==> config.mk <==
export PLATFORM = sky130hd
export DESIGN_NAME = fixed_slot_pool_allocator
export DESIGN_NICKNAME = d
export VERILOG_FILES = /design/src/sv/fspa_pkg.sv /design/src/sv/fspa_regs.sv /design/src/sv/fspa_mem.sv /design/src/sv/fspa_core.sv /design/src/sv/fixed_slot_pool_allocator.sv
export SDC_FILE = /design/constraint.sdc
export NUM_CORES = 2
export LEC_CHECK = 0
export BUFFER_PORTS_ARGS = -buffer_cell sky130_fd_sc_hd__buf_2
export CAP_MARGIN = 20
export CORE_ASPECT_RATIO = 2
export CORE_MARGIN = 2
export CORE_UTILIZATION = 65
export CTS_CLUSTER_DIAMETER = 80
export CTS_CLUSTER_SIZE = 30
export DETAILED_ROUTE_END_ITERATION = 6
export GPL_ROUTABILITY_DRIVEN = 0
export HOLD_SLACK_MARGIN = 0.15
export PLACE_DENSITY = 0.82
export SYNTH_ARGS = -nofsm -noshare
export SYNTH_HDL_FRONTEND = slang
export SYNTH_SLANG_ARGS = --single-unit
==> constraint.sdc <==
create_clock -name aclk -period 9.1 [get_ports aclk]
set_input_delay 1.365 -clock aclk [delete_from_list [all_inputs] [get_ports aclk]]
set_output_delay 1.365 -clock aclk [all_outputs]
set_load 0.01 [all_outputs]
==> src/sv/fspa_pkg.sv <==
`timescale 1ns / 1ps
`default_nettype none

package fspa_pkg;

    localparam int STRIDE_W = 21;
    localparam int CHUNK_W  = 9;
    localparam int SLOT_W   = 8;
    localparam int OFFS_W   = 28;
    localparam int CNT_W    = 9;
    localparam logic [CNT_W-1:0] CNT_MAX = '1;

    localparam logic [15:0] STRIDE_RESET = 16'd256;
    localparam logic [15:0] CHUNK_RESET  = 16'd256;

    typedef enum logic {
        REG_STRIDE = 1'b0,
        REG_CHUNK  = 1'b1
    } reg_idx_t;

    typedef enum logic {
        CMD_ALLOC = 1'b0,
        CMD_FREE  = 1'b1
    } cmd_t;

    typedef enum logic [1:0] {
        ST_GRANT = 2'd0,
        ST_FULL  = 2'd1,
        ST_FREE  = 2'd2
    } status_t;

    typedef enum logic [1:0] {
        S_IDLE,
        S_EXEC,
        S_FINISH
    } fsm_t;

    typedef struct packed {
        logic [STRIDE_W-1:0] slot_stride;
        logic [CHUNK_W-1:0]  slots_in_chunk;
    } cfg_t;

endpackage

`default_nettype wire

==> src/sv/fspa_regs.sv <==
`timescale 1ns / 1ps
`default_nettype none

module fspa_regs (
    input  wire logic          aclk,
    input  wire logic          aresetn,
    input  wire logic          psel,
    input  wire logic          penable,
    input  wire logic          pwrite,
    input  wire logic [2:0]    paddr,
    input  wire logic [31:0]   pwdata,
    output logic      [31:0]   prdata,
    output logic               pready,
    output fspa_pkg::cfg_t     cfg
);
    import fspa_pkg::*;

    logic [STRIDE_W-1:0] stride_reg;
    logic [CHUNK_W-1:0]  chunk_reg;
    reg_idx_t            sel;
    logic                wr_en;

    assign pready = 1'b1;
    assign sel    = reg_idx_t'(paddr[2]);
    assign wr_en  = psel && penable && pwrite && pready;

    always_ff @(posedge aclk) begin
        if (!aresetn) begin
            stride_reg <= STRIDE_W'(STRIDE_RESET);
            chunk_reg  <= CHUNK_W'(CHUNK_RESET);
        end else if (wr_en) begin
            case (sel)
                REG_STRIDE: stride_reg <= pwdata[STRIDE_W-1:0];
                REG_CHUNK:  chunk_reg  <= pwdata[CHUNK_W-1:0];
                default:    ;
            endcase
        end
    end

    always_comb begin
        case (sel)
            REG_STRIDE: prdata = {{(32-STRIDE_W){1'b0}}, stride_reg};
            REG_CHUNK:  prdata = {{(32-CHUNK_W){1'b0}}, chunk_reg};
            default:    prdata = '0;
        endcase
    end

    assign cfg.slot_stride    = stride_reg;
    assign cfg.slots_in_chunk = chunk_reg;

endmodule

`default_nettype wire

==> src/sv/fspa_mem.sv <==
`timescale 1ns / 1ps
`default_nettype none

module fspa_mem #(
    parameter int DEPTH = 256,
    parameter int AW    = 8
) (
    input  wire logic                      aclk,
    input  wire logic                      wr_en,
    input  wire logic [AW-1:0]             wr_addr,
    input  wire logic [fspa_pkg::SLOT_W-1:0] wr_data,
    input  wire logic                      rd_en,
    input  wire logic [AW-1:0]             rd_addr,
    output logic      [fspa_pkg::SLOT_W-1:0] rd_data
);
    import fspa_pkg::*;

    logic [SLOT_W-1:0] mem [DEPTH];
    logic [SLOT_W-1:0] rd_data_reg;

    always_ff @(posedge aclk) begin
        if (wr_en) begin
            mem[wr_addr] <= wr_data;
        end
    end

    always_ff @(posedge aclk) begin
        if (rd_en) begin
            rd_data_reg <= mem[rd_addr];
        end
    end

    assign rd_data = rd_data_reg;

endmodule

`default_nettype wire

==> src/sv/fspa_core.sv <==
`timescale 1ns / 1ps
`default_nettype none

module fspa_core #(
    parameter int MAX_SLOTS = 256,
    parameter int PTR_W     = 8
) (
    input  wire logic                          aclk,
    input  wire logic                          aresetn,
    input  wire fspa_pkg::cfg_t                cfg,
    input  wire logic                          s_valid,
    output logic                               s_ready,
    input  wire logic                          s_cmd,
    input  wire logic [fspa_pkg::SLOT_W-1:0]   s_slot_index,
    input  wire logic                          s_slot_present,
    input  wire logic                          s_shutdown,
    output logic                               m_valid,
    input  wire logic                          m_ready,
    output logic [1:0]                         m_status,
    output logic [fspa_pkg::SLOT_W-1:0]        m_granted_slot,
    output logic [fspa_pkg::OFFS_W-1:0]        m_byte_offset,
    output logic [fspa_pkg::CNT_W-1:0]         m_slots_available,
    output logic                               m_none_in_use,
    output logic                               mem_wr_en,
    output logic [PTR_W-1:0]                   mem_wr_addr,
    output logic [fspa_pkg::SLOT_W-1:0]        mem_wr_data,
    output logic                               mem_rd_en,
    output logic [PTR_W-1:0]                   mem_rd_addr,
    input  wire logic [fspa_pkg::SLOT_W-1:0]   mem_rd_data
);
    import fspa_pkg::*;

    localparam int QC_W  = $clog2(MAX_SLOTS + 1);
    localparam int SUM_W = ((QC_W > CNT_W) ? QC_W : CNT_W) + 1;
    localparam int CLAMP = (MAX_SLOTS < 511) ? MAX_SLOTS : 511;
    localparam int PROD_W = SLOT_W + STRIDE_W;

    fsm_t              state_reg, state_next;
    logic [PTR_W-1:0]  head_reg, head_next;
    logic [PTR_W-1:0]  tail_reg, tail_next;
    logic [QC_W-1:0]   qcount_reg, qcount_next;
    logic [CNT_W-1:0]  fresh_reg, fresh_next;
    logic [CNT_W-1:0]  alloc_reg, alloc_next;
    logic              m_valid_reg, m_valid_next;

    // latched item and step results (payload)
    cmd_t              cmd_reg, cmd_next;
    logic [SLOT_W-1:0] idx_reg, idx_next;
    logic              present_reg, present_next;
    logic              shut_reg, shut_next;
    status_t           status_reg, status_next;
    logic [SLOT_W-1:0] slot_reg, slot_next;
    logic              load_out;

    logic [1:0]        out_status_reg;
    logic [SLOT_W-1:0] out_slot_reg;
    logic [OFFS_W-1:0] out_offset_reg;
    logic [CNT_W-1:0]  out_avail_reg;
    logic              out_none_reg;

    logic [CNT_W-1:0]  chunk_n;
    logic [CNT_W-1:0]  fresh_left;
    logic [SUM_W-1:0]  total;
    logic [CNT_W-1:0]  avail;
    logic [PROD_W-1:0] product;

    function automatic logic [PTR_W-1:0] wrap_next(input logic [PTR_W-1:0] p);
        logic [PTR_W-1:0] r;
        r = (p == PTR_W'(MAX_SLOTS - 1)) ? '0 : p + 1'b1;
        return r;
    endfunction

    assign chunk_n    = (cfg.slots_in_chunk > CNT_W'(CLAMP)) ? CNT_W'(CLAMP)
                                                             : cfg.slots_in_chunk;
    assign fresh_left = (chunk_n > fresh_reg) ? chunk_n - fresh_reg : '0;
    assign total      = SUM_W'(qcount_reg) + SUM_W'(fresh_left);
    assign avail      = (total > SUM_W'(CNT_MAX)) ? CNT_MAX : total[CNT_W-1:0];
    assign product    = PROD_W'(slot_reg) * PROD_W'(cfg.slot_stride);

    always_comb begin
        state_next   = state_reg;
        head_next    = head_reg;
        tail_next    = tail_reg;
        qcount_next  = qcount_reg;
        fresh_next   = fresh_reg;
        alloc_next   = alloc_reg;
        cmd_next     = cmd_reg;
        idx_next     = idx_reg;
        present_next = present_reg;
        shut_next    = shut_reg;
        status_next  = status_reg;
        slot_next    = slot_reg;
        m_valid_next = m_valid_reg && !m_ready;
        load_out     = 1'b0;
        s_ready      = 1'b0;
        mem_rd_en    = 1'b0;
        mem_rd_addr  = head_reg;
        mem_wr_en    = 1'b0;
        mem_wr_addr  = tail_reg;
        mem_wr_data  = idx_reg;

        case (state_reg)
            S_IDLE: begin
                s_ready = 1'b1;
                if (s_valid) begin
                    cmd_next     = cmd_t'(s_cmd);
                    idx_next     = s_slot_index;
                    present_next = s_slot_present;
                    shut_next    = s_shutdown;
                    // queue head is fetched up front; data lands next cycle
                    mem_rd_en    = (cmd_t'(s_cmd) == CMD_ALLOC);
                    state_next   = S_EXEC;
                end
            end
            S_EXEC: begin
                slot_next   = '0;
                state_next  = S_FINISH;
                if (cmd_reg == CMD_ALLOC) begin
                    status_next = ST_GRANT;
                    if (qcount_reg != '0) begin
                        slot_next   = mem_rd_data;
                        head_next   = wrap_next(head_reg);
                        qcount_next = qcount_reg - 1'b1;
                    end else if (fresh_reg < chunk_n) begin
                        slot_next  = fresh_reg[SLOT_W-1:0];
                        fresh_next = fresh_reg + 1'b1;
                    end else begin
                        status_next = ST_FULL;
                    end
                    if (status_next == ST_GRANT && alloc_reg != CNT_MAX) begin
                        alloc_next = alloc_reg + 1'b1;
                    end
                end else begin
                    status_next = ST_FREE;
                    if (present_reg) begin
                        if (alloc_reg != '0) begin
                            alloc_next = alloc_reg - 1'b1;
                        end
                        // full queue drops the slot like a shutdown free
                        if (!shut_reg && qcount_reg != QC_W'(MAX_SLOTS)) begin
                            mem_wr_en   = 1'b1;
                            tail_next   = wrap_next(tail_reg);
                            qcount_next = qcount_reg + 1'b1;
                        end
                    end
                end
            end
            S_FINISH: begin
                if (!m_valid_reg || m_ready) begin
                    load_out     = 1'b1;
                    m_valid_next = 1'b1;
                    state_next   = S_IDLE;
                end
            end
            default: state_next = S_IDLE;
        endcase
    end

    always_ff @(posedge aclk) begin
        if (!aresetn) begin
            state_reg   <= S_IDLE;
            head_reg    <= '0;
            tail_reg    <= '0;
            qcount_reg  <= '0;
            fresh_reg   <= '0;
            alloc_reg   <= '0;
            m_valid_reg <= 1'b0;
        end else begin
            state_reg   <= state_next;
            head_reg    <= head_next;
            tail_reg    <= tail_next;
            qcount_reg  <= qcount_next;
            fresh_reg   <= fresh_next;
            alloc_reg   <= alloc_next;
            m_valid_reg <= m_valid_next;
        end
    end

    always_ff @(posedge aclk) begin
        cmd_reg     <= cmd_next;
        idx_reg     <= idx_next;
        present_reg <= present_next;
        shut_reg    <= shut_next;
        status_reg  <= status_next;
        slot_reg    <= slot_next;
        if (load_out) begin
            out_status_reg <= status_reg;
            out_slot_reg   <= slot_reg;
            out_offset_reg <= product[OFFS_W-1:0];
            out_avail_reg  <= avail;
            out_none_reg   <= (alloc_reg == '0);
        end
    end

    assign m_valid           = m_valid_reg;
    assign m_status          = out_status_reg;
    assign m_granted_slot    = out_slot_reg;
    assign m_byte_offset     = out_offset_reg;
    assign m_slots_available = out_avail_reg;
    assign m_none_in_use     = out_none_reg;

    a_qcount_bound: assert property (@(posedge aclk) disable iff (!aresetn)
        qcount_reg <= QC_W'(MAX_SLOTS))
        else $error("free queue count above capacity");

    a_ptr_meet: assert property (@(posedge aclk) disable iff (!aresetn)
        (qcount_reg == '0 || qcount_reg == QC_W'(MAX_SLOTS)) |-> head_reg == tail_reg)
        else $error("queue pointers disagree with count");

    a_accept_exec: assert property (@(posedge aclk) disable iff (!aresetn)
        s_valid && s_ready |=> state_reg == S_EXEC)
        else $error("accepted item did not start execution");

    a_stall_hold: assert property (@(posedge aclk) disable iff (!aresetn)
        state_reg == S_FINISH && m_valid_reg && !m_ready |=> state_reg == S_FINISH)
        else $error("result overwrote an item not yet taken");

    a_no_mem_clash: assert property (@(posedge aclk) disable iff (!aresetn)
        !(mem_wr_en && mem_rd_en))
        else $error("queue read and write in the same cycle");

endmodule

`default_nettype wire

==> src/sv/fixed_slot_pool_allocator.sv <==
`timescale 1ns / 1ps
`default_nettype none

// Channel   Direction  Handshake         Payload
// s_*       in         s_valid/s_ready   cmd, slot_index, slot_present, shutdown
// m_*       out        m_valid/m_ready   status, granted_slot, byte_offset,
//                                        slots_available, none_in_use
// APB       in/out     psel/penable      0x0 slot_stride, 0x4 slots_in_chunk
//
// Each item steps through accept with free-queue read, update, then offset multiply.
// The free-queue RAM read is registered, and the multiply result is registered at the output.
// A new item is taken while the previous result waits in the output register.
// A stalled result holds the sequencer in its last step; nothing is dropped.
// Synchronous active-low reset; queue contents are not cleared.

module fixed_slot_pool_allocator #(
    parameter int MAX_SLOTS = 256
) (
    input  wire logic                          aclk,
    input  wire logic                          aresetn,
    input  wire logic                          psel,
    input  wire logic                          penable,
    input  wire logic                          pwrite,
    input  wire logic [2:0]                    paddr,
    input  wire logic [31:0]                   pwdata,
    output logic      [31:0]                   prdata,
    output logic                               pready,
    input  wire logic                          s_valid,
    output logic                               s_ready,
    input  wire logic                          s_cmd,
    input  wire logic [fspa_pkg::SLOT_W-1:0]   s_slot_index,
    input  wire logic                          s_slot_present,
    input  wire logic                          s_shutdown,
    output logic                               m_valid,
    input  wire logic                          m_ready,
    output logic [1:0]                         m_status,
    output logic [fspa_pkg::SLOT_W-1:0]        m_granted_slot,
    output logic [fspa_pkg::OFFS_W-1:0]        m_byte_offset,
    output logic [fspa_pkg::CNT_W-1:0]         m_slots_available,
    output logic                               m_none_in_use
);
    import fspa_pkg::*;

    localparam int PTR_W = $clog2(MAX_SLOTS);

    cfg_t              cfg;
    logic              mem_wr_en;
    logic [PTR_W-1:0]  mem_wr_addr;
    logic [SLOT_W-1:0] mem_wr_data;
    logic              mem_rd_en;
    logic [PTR_W-1:0]  mem_rd_addr;
    logic [SLOT_W-1:0] mem_rd_data;

    fspa_regs u_regs (
        .aclk    (aclk),
        .aresetn (aresetn),
        .psel    (psel),
        .penable (penable),
        .pwrite  (pwrite),
        .paddr   (paddr),
        .pwdata  (pwdata),
        .prdata  (prdata),
        .pready  (pready),
        .cfg     (cfg)
    );

    fspa_mem #(
        .DEPTH (MAX_SLOTS),
        .AW    (PTR_W)
    ) u_mem (
        .aclk    (aclk),
        .wr_en   (mem_wr_en),
        .wr_addr (mem_wr_addr),
        .wr_data (mem_wr_data),
        .rd_en   (mem_rd_en),
        .rd_addr (mem_rd_addr),
        .rd_data (mem_rd_data)
    );

    fspa_core #(
        .MAX_SLOTS (MAX_SLOTS),
        .PTR_W     (PTR_W)
    ) u_core (
        .aclk              (aclk),
        .aresetn           (aresetn),
        .cfg               (cfg),
        .s_valid           (s_valid),
        .s_ready           (s_ready),
        .s_cmd             (s_cmd),
        .s_slot_index      (s_slot_index),
        .s_slot_present    (s_slot_present),
        .s_shutdown        (s_shutdown),
        .m_valid           (m_valid),
        .m_ready           (m_ready),
        .m_status          (m_status),
        .m_granted_slot    (m_granted_slot),
        .m_byte_offset     (m_byte_offset),
        .m_slots_available (m_slots_available),
        .m_none_in_use     (m_none_in_use),
        .mem_wr_en         (mem_wr_en),
        .mem_wr_addr       (mem_wr_addr),
        .mem_wr_data       (mem_wr_data),
        .mem_rd_en         (mem_rd_en),
        .mem_rd_addr       (mem_rd_addr),
        .mem_rd_data       (mem_rd_data)
    );

endmodule

`default_nettype wire
# After elaboration in Yosys (flattened, before gate mapping)
# Memories as Yosys holds them, arrays and structs flattened. A register that Yosys moved wholly into a read port is not among the register bits.
# Cells that the tools add are included.
# W data, S select, Z words.
[word_totals] ff_bits=145 ramBits=2048 in_bits=53 output_inout_bits=83 word_cells=110 n_memories=1
[op_classes] n_addsub=9 n_mul=1 magnitude_cmp=4 eq_ne=11 n_mux=35 n_bitwise=4 n_reduce_logical=25
[mem_list] memory="u_mem.mem" depth=256 word_bits=8 read_ports=1 rd_clocked_by_memory_dff=1 write_ports=1 line="fspa_mem.sv:18" rtl="logic [SLOT_W-1:0] mem [DEPTH];"
[ops] op="$mux W9" n=10
[ops] op="$pmux W32 S2" n=1
[ops] op="$mux W8" n=4
[ops] op="$mul A8 B21 Y28" n=1
[ops] op="$add A9 B1 Y9 const B" n=3
[ops] op="$ne A9 B9 Y1 const B" n=2
[ops] op="$reduce_bool A9 Y1" n=2
[ops] op="$sub A9 B1 Y9 const B" n=2
[ops] op="$add A8 B1 Y8 const B" n=2
[ops] op="$eq A8 B8 Y1 const B" n=2
[ops] op="$reduce_and A4 Y1" n=4
[ops] op="$mux W1" n=14
[ops] op="$add A9 B9 Y10" n=1
[ops] op="$gt A10 B9 Y1 const B" n=1
[ops] op="$mux W2" n=5
[ops] op="$gt A9 B9 Y1" n=1
[ops] op="$gt A9 B9 Y1 const B" n=1
[ops] op="$logic_not A9 Y1" n=1
[ops] op="$lt A9 B9 Y1" n=1
[ops] op="$sub A9 B9 Y9" n=1
[ops] op="$ne A2 B2 Y1 const B" n=4
[ops] op="$reduce_and A2 Y1" n=4
[ops] op="$pmux W2 S3" n=1
[ops] op="$logic_and A1 B1 Y1" n=5
[ops] op="other kinds (9)" n=16

# Logic depth before layout (Yosys ltp)
[depth] depth_word=11 depth_mapped=20

# By module
# A second synthesis with hierarchy kept.
[unflattened] cells_unflattened=5019 area_unflattened_um2=92047.0
[modules_own_cells] module="fspa_mem" n_inst=1 cells_each=3733 area_each_um2=79636.4 seq_area_each_um2=61739.2
[modules_own_cells] module="fspa_core" n_inst=1 cells_each=1126 area_each_um2=10955.5 seq_area_each_um2=2992.9
[modules_own_cells] module="fspa_regs" n_inst=1 cells_each=160 area_each_um2=1455.1 seq_area_each_um2=600.6

# Worst setup path after synthesis
# OpenSTA, ideal clock, no wires.
[synth_path] path_kind="register to register" from="reg u_core.slot_reg[2]" to="reg u_core.out_offset_reg[27], in the netlist u_core.m_byte_offset[27], data pin" setup_time_ps=266 arrival_ps=4519 t_required_ps=8834 setup_slack_ps=4314 stages_incl_launch_ff=19 path_cell_list="edfxtp_1 -> clkbuf_1 -> nand2_1 -> fa_1 -> fa_1 -> inv_1 -> fa_1 -> inv_1 -> fa_1 -> inv_1 -> ha_1 -> a21o_1 -> a21oi_1 -> a211oi_1 -> o31ai_1 -> a21oi_1 -> o21ai_0 -> mux2i_1 -> nand4_1"
[synth_via] elab_chain_len=1
[synth_lines] element="start: declaration" line="fspa_core.sv:52" rtl="logic [SLOT_W-1:0] slot_reg, slot_next;"
[synth_lines] element="start signal: assignment" line="fspa_core.sv:185" rtl="slot_reg <= slot_next;"
[synth_lines] element="$mul A8 B21 Y28" line="fspa_core.sv:78" rtl="assign product = PROD_W'(slot_reg) * PROD_W'(cfg.slot_stride);"
[synth_lines] element="net u_core.product[27]" line="fspa_core.sv:65" rtl="logic [PROD_W-1:0] product;"
[synth_lines] element="end signal: assignment" line="fspa_core.sv:189" rtl="out_offset_reg <= product[OFFS_W-1:0];"
[synth_lines] element="end: declaration" line="fspa_core.sv:57" rtl="logic [OFFS_W-1:0] out_offset_reg;"
# The timed path passes the listed nets, and every way through them passes these cells.
# A chain may end at the register's enable or synchronous reset.

# Worst setup path in the final report
[layout_path] from="reg u_core.slot_reg[6]" to="reg u_core.out_offset_reg[27], in the netlist u_core.m_byte_offset[27], data pin"
# Same word-level chain as after synthesis.

==> results.ini <==
[pwr]
pwr-share-comb_pct=3.7
p_leak_nw=29.5
intPower_mw=13.1
clockPowerShare_pct=28.4
powerDensity_mw_per_mm2=170
ir_worst_vdd_v=0.000183
power.share.sequential_pct=67.9
p_switching_mw=3.36
p_sw_share_pct=20.4

[sta]
final-hold-violation-count=0
period_needed_ps=6280
tns_ps=0
relSlewSlack_pct=-4.25
clock.fmax_mhz=159
tightest_slew_ps=1560
setup_viol=0
rsz0062_at_grt=no
slew_violations=92
finalCritPeriodShare_pct=69.0
skew_ps=28.5

[clock_network]
clkLatencyLatePin_ps=760
cts_tree=built
path_clk_slew_ps=120
clockRootBuffer=clkbuf_16
postCtsResizedCells=0
cts_made_buffers=83
cts_setup_buffers=0
htree_levels=3
postCtsHoldBufs=0
clockBufferDepth=3
cts.sinks=2201

[worst_hold_path]
hold_end=u_core.m_status[1]
hp-start=u_core.status_reg[1]
whs_path_depth=0
hp-class=reg2reg

[worst_setup_path]
r2r-end=u_core.m_byte_offset[27]
cp.required_ps=9590
cp_max_fo=22
reg2regPathDepth=17
crit_type=reg2reg
crit_path_end_kind=flip-flop
cp_top_family=adder cells
slowest_delay_ps=1030
critPathMostFrequentCell=fa_1
crit_path_start_kind=flip-flop
cp_cell_sequence=nand2_1 -> fa_1 -> fa_1 -> inv_1 -> fa_1 -> inv_1 -> fa_1 -> inv_1 -> ha_1 -> a21o_1 -> a21oi_1 -> a211oi_1 -> o31ai_1 -> a21oi_1 -> o21ai_0 -> mux2i_1 -> nand4_1
critPathSlowestCell=edfxtp_1
path_buf_inv=3
r2r_slack_ps=2820
crit_arrival_ps=6770
r2r_start=u_core.slot_reg[6]

[status]
status=finished with violations
violations=design-rule violations, max-slew violations

[synth]
yosysWarnings=0
synth_area_mm2=0.0923
synth_flop_cell=edfxtp_1
async_flop_share_pct=0
ys_ff_latch=2201
synthMuxAreaShare_pct=14.2
synth-edff-count=2125
postSynthCellCount=5074
synth_top_family_by_area=multiplexers
avgSynthCellArea_um2=18.2
synth_xor_area_share_pct=0.522
synth.distinct_cells=78
synth-compound-area-share_pct=3.67
synthSimpleGateAreaFrac_pct=4.56
synth_fa_ha_area_share_pct=3.69
yosysSeqAreaShare_pct=70.8

[die]
die_y_um=537
core_area_mm2=0.141
num_rows=195
start_util_pct=65.5
ios=136
die_area_mm2=0.145
die_x_um=270

[cells_and_area]
fin_nets=5319
final_util_pct=68.5
drive_above_1_share_pct=16.2
largest_register_ffs=2048
area_growth_pct=4.64

[route]
drt-total-wl_um=239000
drt_iter0_drc=6802
firstDrtPassIters=7
ant_nets=0
num_vias=49200
route.detailed.drc=7
avgViaCountPerCell=7.05
wl_per_cell_um=34.3

[global_route]
overflow=0
antenna_found_initial=13
grt_pass1_wl_um=343000
grt.total_usage_pct=33.3
grt_max_degree=257
first_global_vias=49900

[placed_design]
hpwl_um=149000
numPortBuffers=110

[flow_run]
maxCapViolCount=0

## layout make-up
class | count | area [um^2]
sequential | 2201 | 65400
fill | 8498 | 44400
multi-input combinational | 2445 | 24700
tap | 1871 | 2340
clock buffer | 108 | 2260
timing repair buffer | 196 | 1390
inverter | 137 | 514
clock inverter | 6 | 76.3
antenna | 8 | 20.0
## Yosys cell counts (20+ instances only)
| cell | number | area, um^2 |
|---|---|---|
| mux4_2 | 470 | 10600 |
| edfxtp_1 | 2125 | 63800 |
| mux2_2 | 36 | 405 |
| nor3_1 | 20 | 100 |
| o22ai_1 | 35 | 219 |
| clkbuf_1 | 121 | 454 |
| buf_4 | 44 | 330 |
| a21oi_1 | 166 | 831 |
| a22oi_1 | 22 | 165 |
| fa_1 | 117 | 2340 |
| nand2_1 | 356 | 1340 |
| nand3_1 | 39 | 195 |
| a21o_1 | 25 | 188 |
| ha_1 | 85 | 1060 |
| o211ai_1 | 23 | 173 |
| buf_6 | 27 | 304 |
| o21ai_0 | 69 | 345 |
| nor2b_1 | 47 | 294 |
| dfxtp_1 | 76 | 1520 |
| a221oi_1 | 39 | 342 |
| xnor2_1 | 37 | 324 |
| and2_1 | 83 | 519 |
| inv_1 | 132 | 495 |
| buf_2 | 76 | 380 |
| mux2i_1 | 190 | 1900 |
| nor2_1 | 339 | 1270 |
| a211oi_1 | 23 | 173 |
## kinds of logic (layout without fill, tap and decap cells)
kind of cell,after synthesis,count (layout)
fa+ha+maj,202,202
other cells,2,20
xor+xnor,55,55
simple gates,958,958
buf+inv,438,447
flops,2201,2201
mux,703,703
compound gates,515,515
## per-layer routing
layer / up-vias / global-route usage (%) / routed length, um
li1: 19700 / - / -
met1: 25000 / 35.6 / 70000
met2: 3481 / 57.1 / 123000
met3: 950 / 6.98 / 22600
met4: 16 / 27.0 / 23400
met5: - / 0 / 117
## placed cells by master (no fill, tap or decap), drive strengths merged, types with 43 or more instances in the layout
| master | n |
|---|---|
| edfxtp | 2125 |
| nor2 | 339 |
| o21ai | 75 |
| clkbuf | 108 |
| buf | 196 |
| mux4 | 477 |
| mux2i | 190 |
| a21oi | 167 |
| and2 | 84 |
| nand2 | 356 |
| a221oi | 43 |
| fa | 117 |
| ha | 85 |
| inv | 137 |
| nor2b | 47 |
| dfxtp | 76 |
## power by group through the flow
stage	clock network [mW]	logic [mW]	registers, mW
4_1_cts	4.66	0.613	11.2
2_1_floorplan	0	0.337	11.5
3_3_place_gp	0	0.581	11.4
6_report	4.68	0.616	11.2
5_1_grt	4.96	0.662	11.2
3_5_place_dp	0	0.609	11.4
## worst register-to-register path: stages (launching register included)
cell and delay, ps:
edfxtp_1 1030, nand2_1 200, fa_1 520, fa_1 500
inv_1 50, fa_1 470, inv_1 50, fa_1 470
inv_1 40, ha_1 340, a21o_1 190, a21oi_1 330
a211oi_1 200, o31ai_1 670, a21oi_1 210, o21ai_0 430
mux2i_1 230, nand4_1 90
## metrics by stage
stage	std cells	setup WS [ps]	power (mW)	hold slack (ps)	instance area [um^2]
3_3_place_gp	6846	2970	12.0	404	94200
6_report	6972	2820	16.5	432	96600
5_1_grt	6966	2640	16.8	454	96600
2_1_floorplan	5084	4310	11.8	400	92400
4_1_cts	6961	2890	16.4	434	96500
3_5_place_dp	6847	2930	12.0	407	94200
## worst max-delay path by stage
stage,start,endpoint,slack [ps],depth (start not counted)
6_report,u_core.slot_reg[6],u_core.m_byte_offset[27],2820,17
5_1_grt,u_core.slot_reg[5],u_core.m_byte_offset[27],2640,17
4_1_cts,u_core.slot_reg[6],u_core.m_byte_offset[27],2890,17
3_5_place_dp,u_core.slot_reg[6],u_core.m_byte_offset[27],2930,17
3_3_place_gp,u_core.slot_reg[6],u_core.m_byte_offset[27],2970,17
2_1_floorplan,u_core.slot_reg[2],u_core.m_byte_offset[27],4310,18
(Power assumes the default switching activity.)
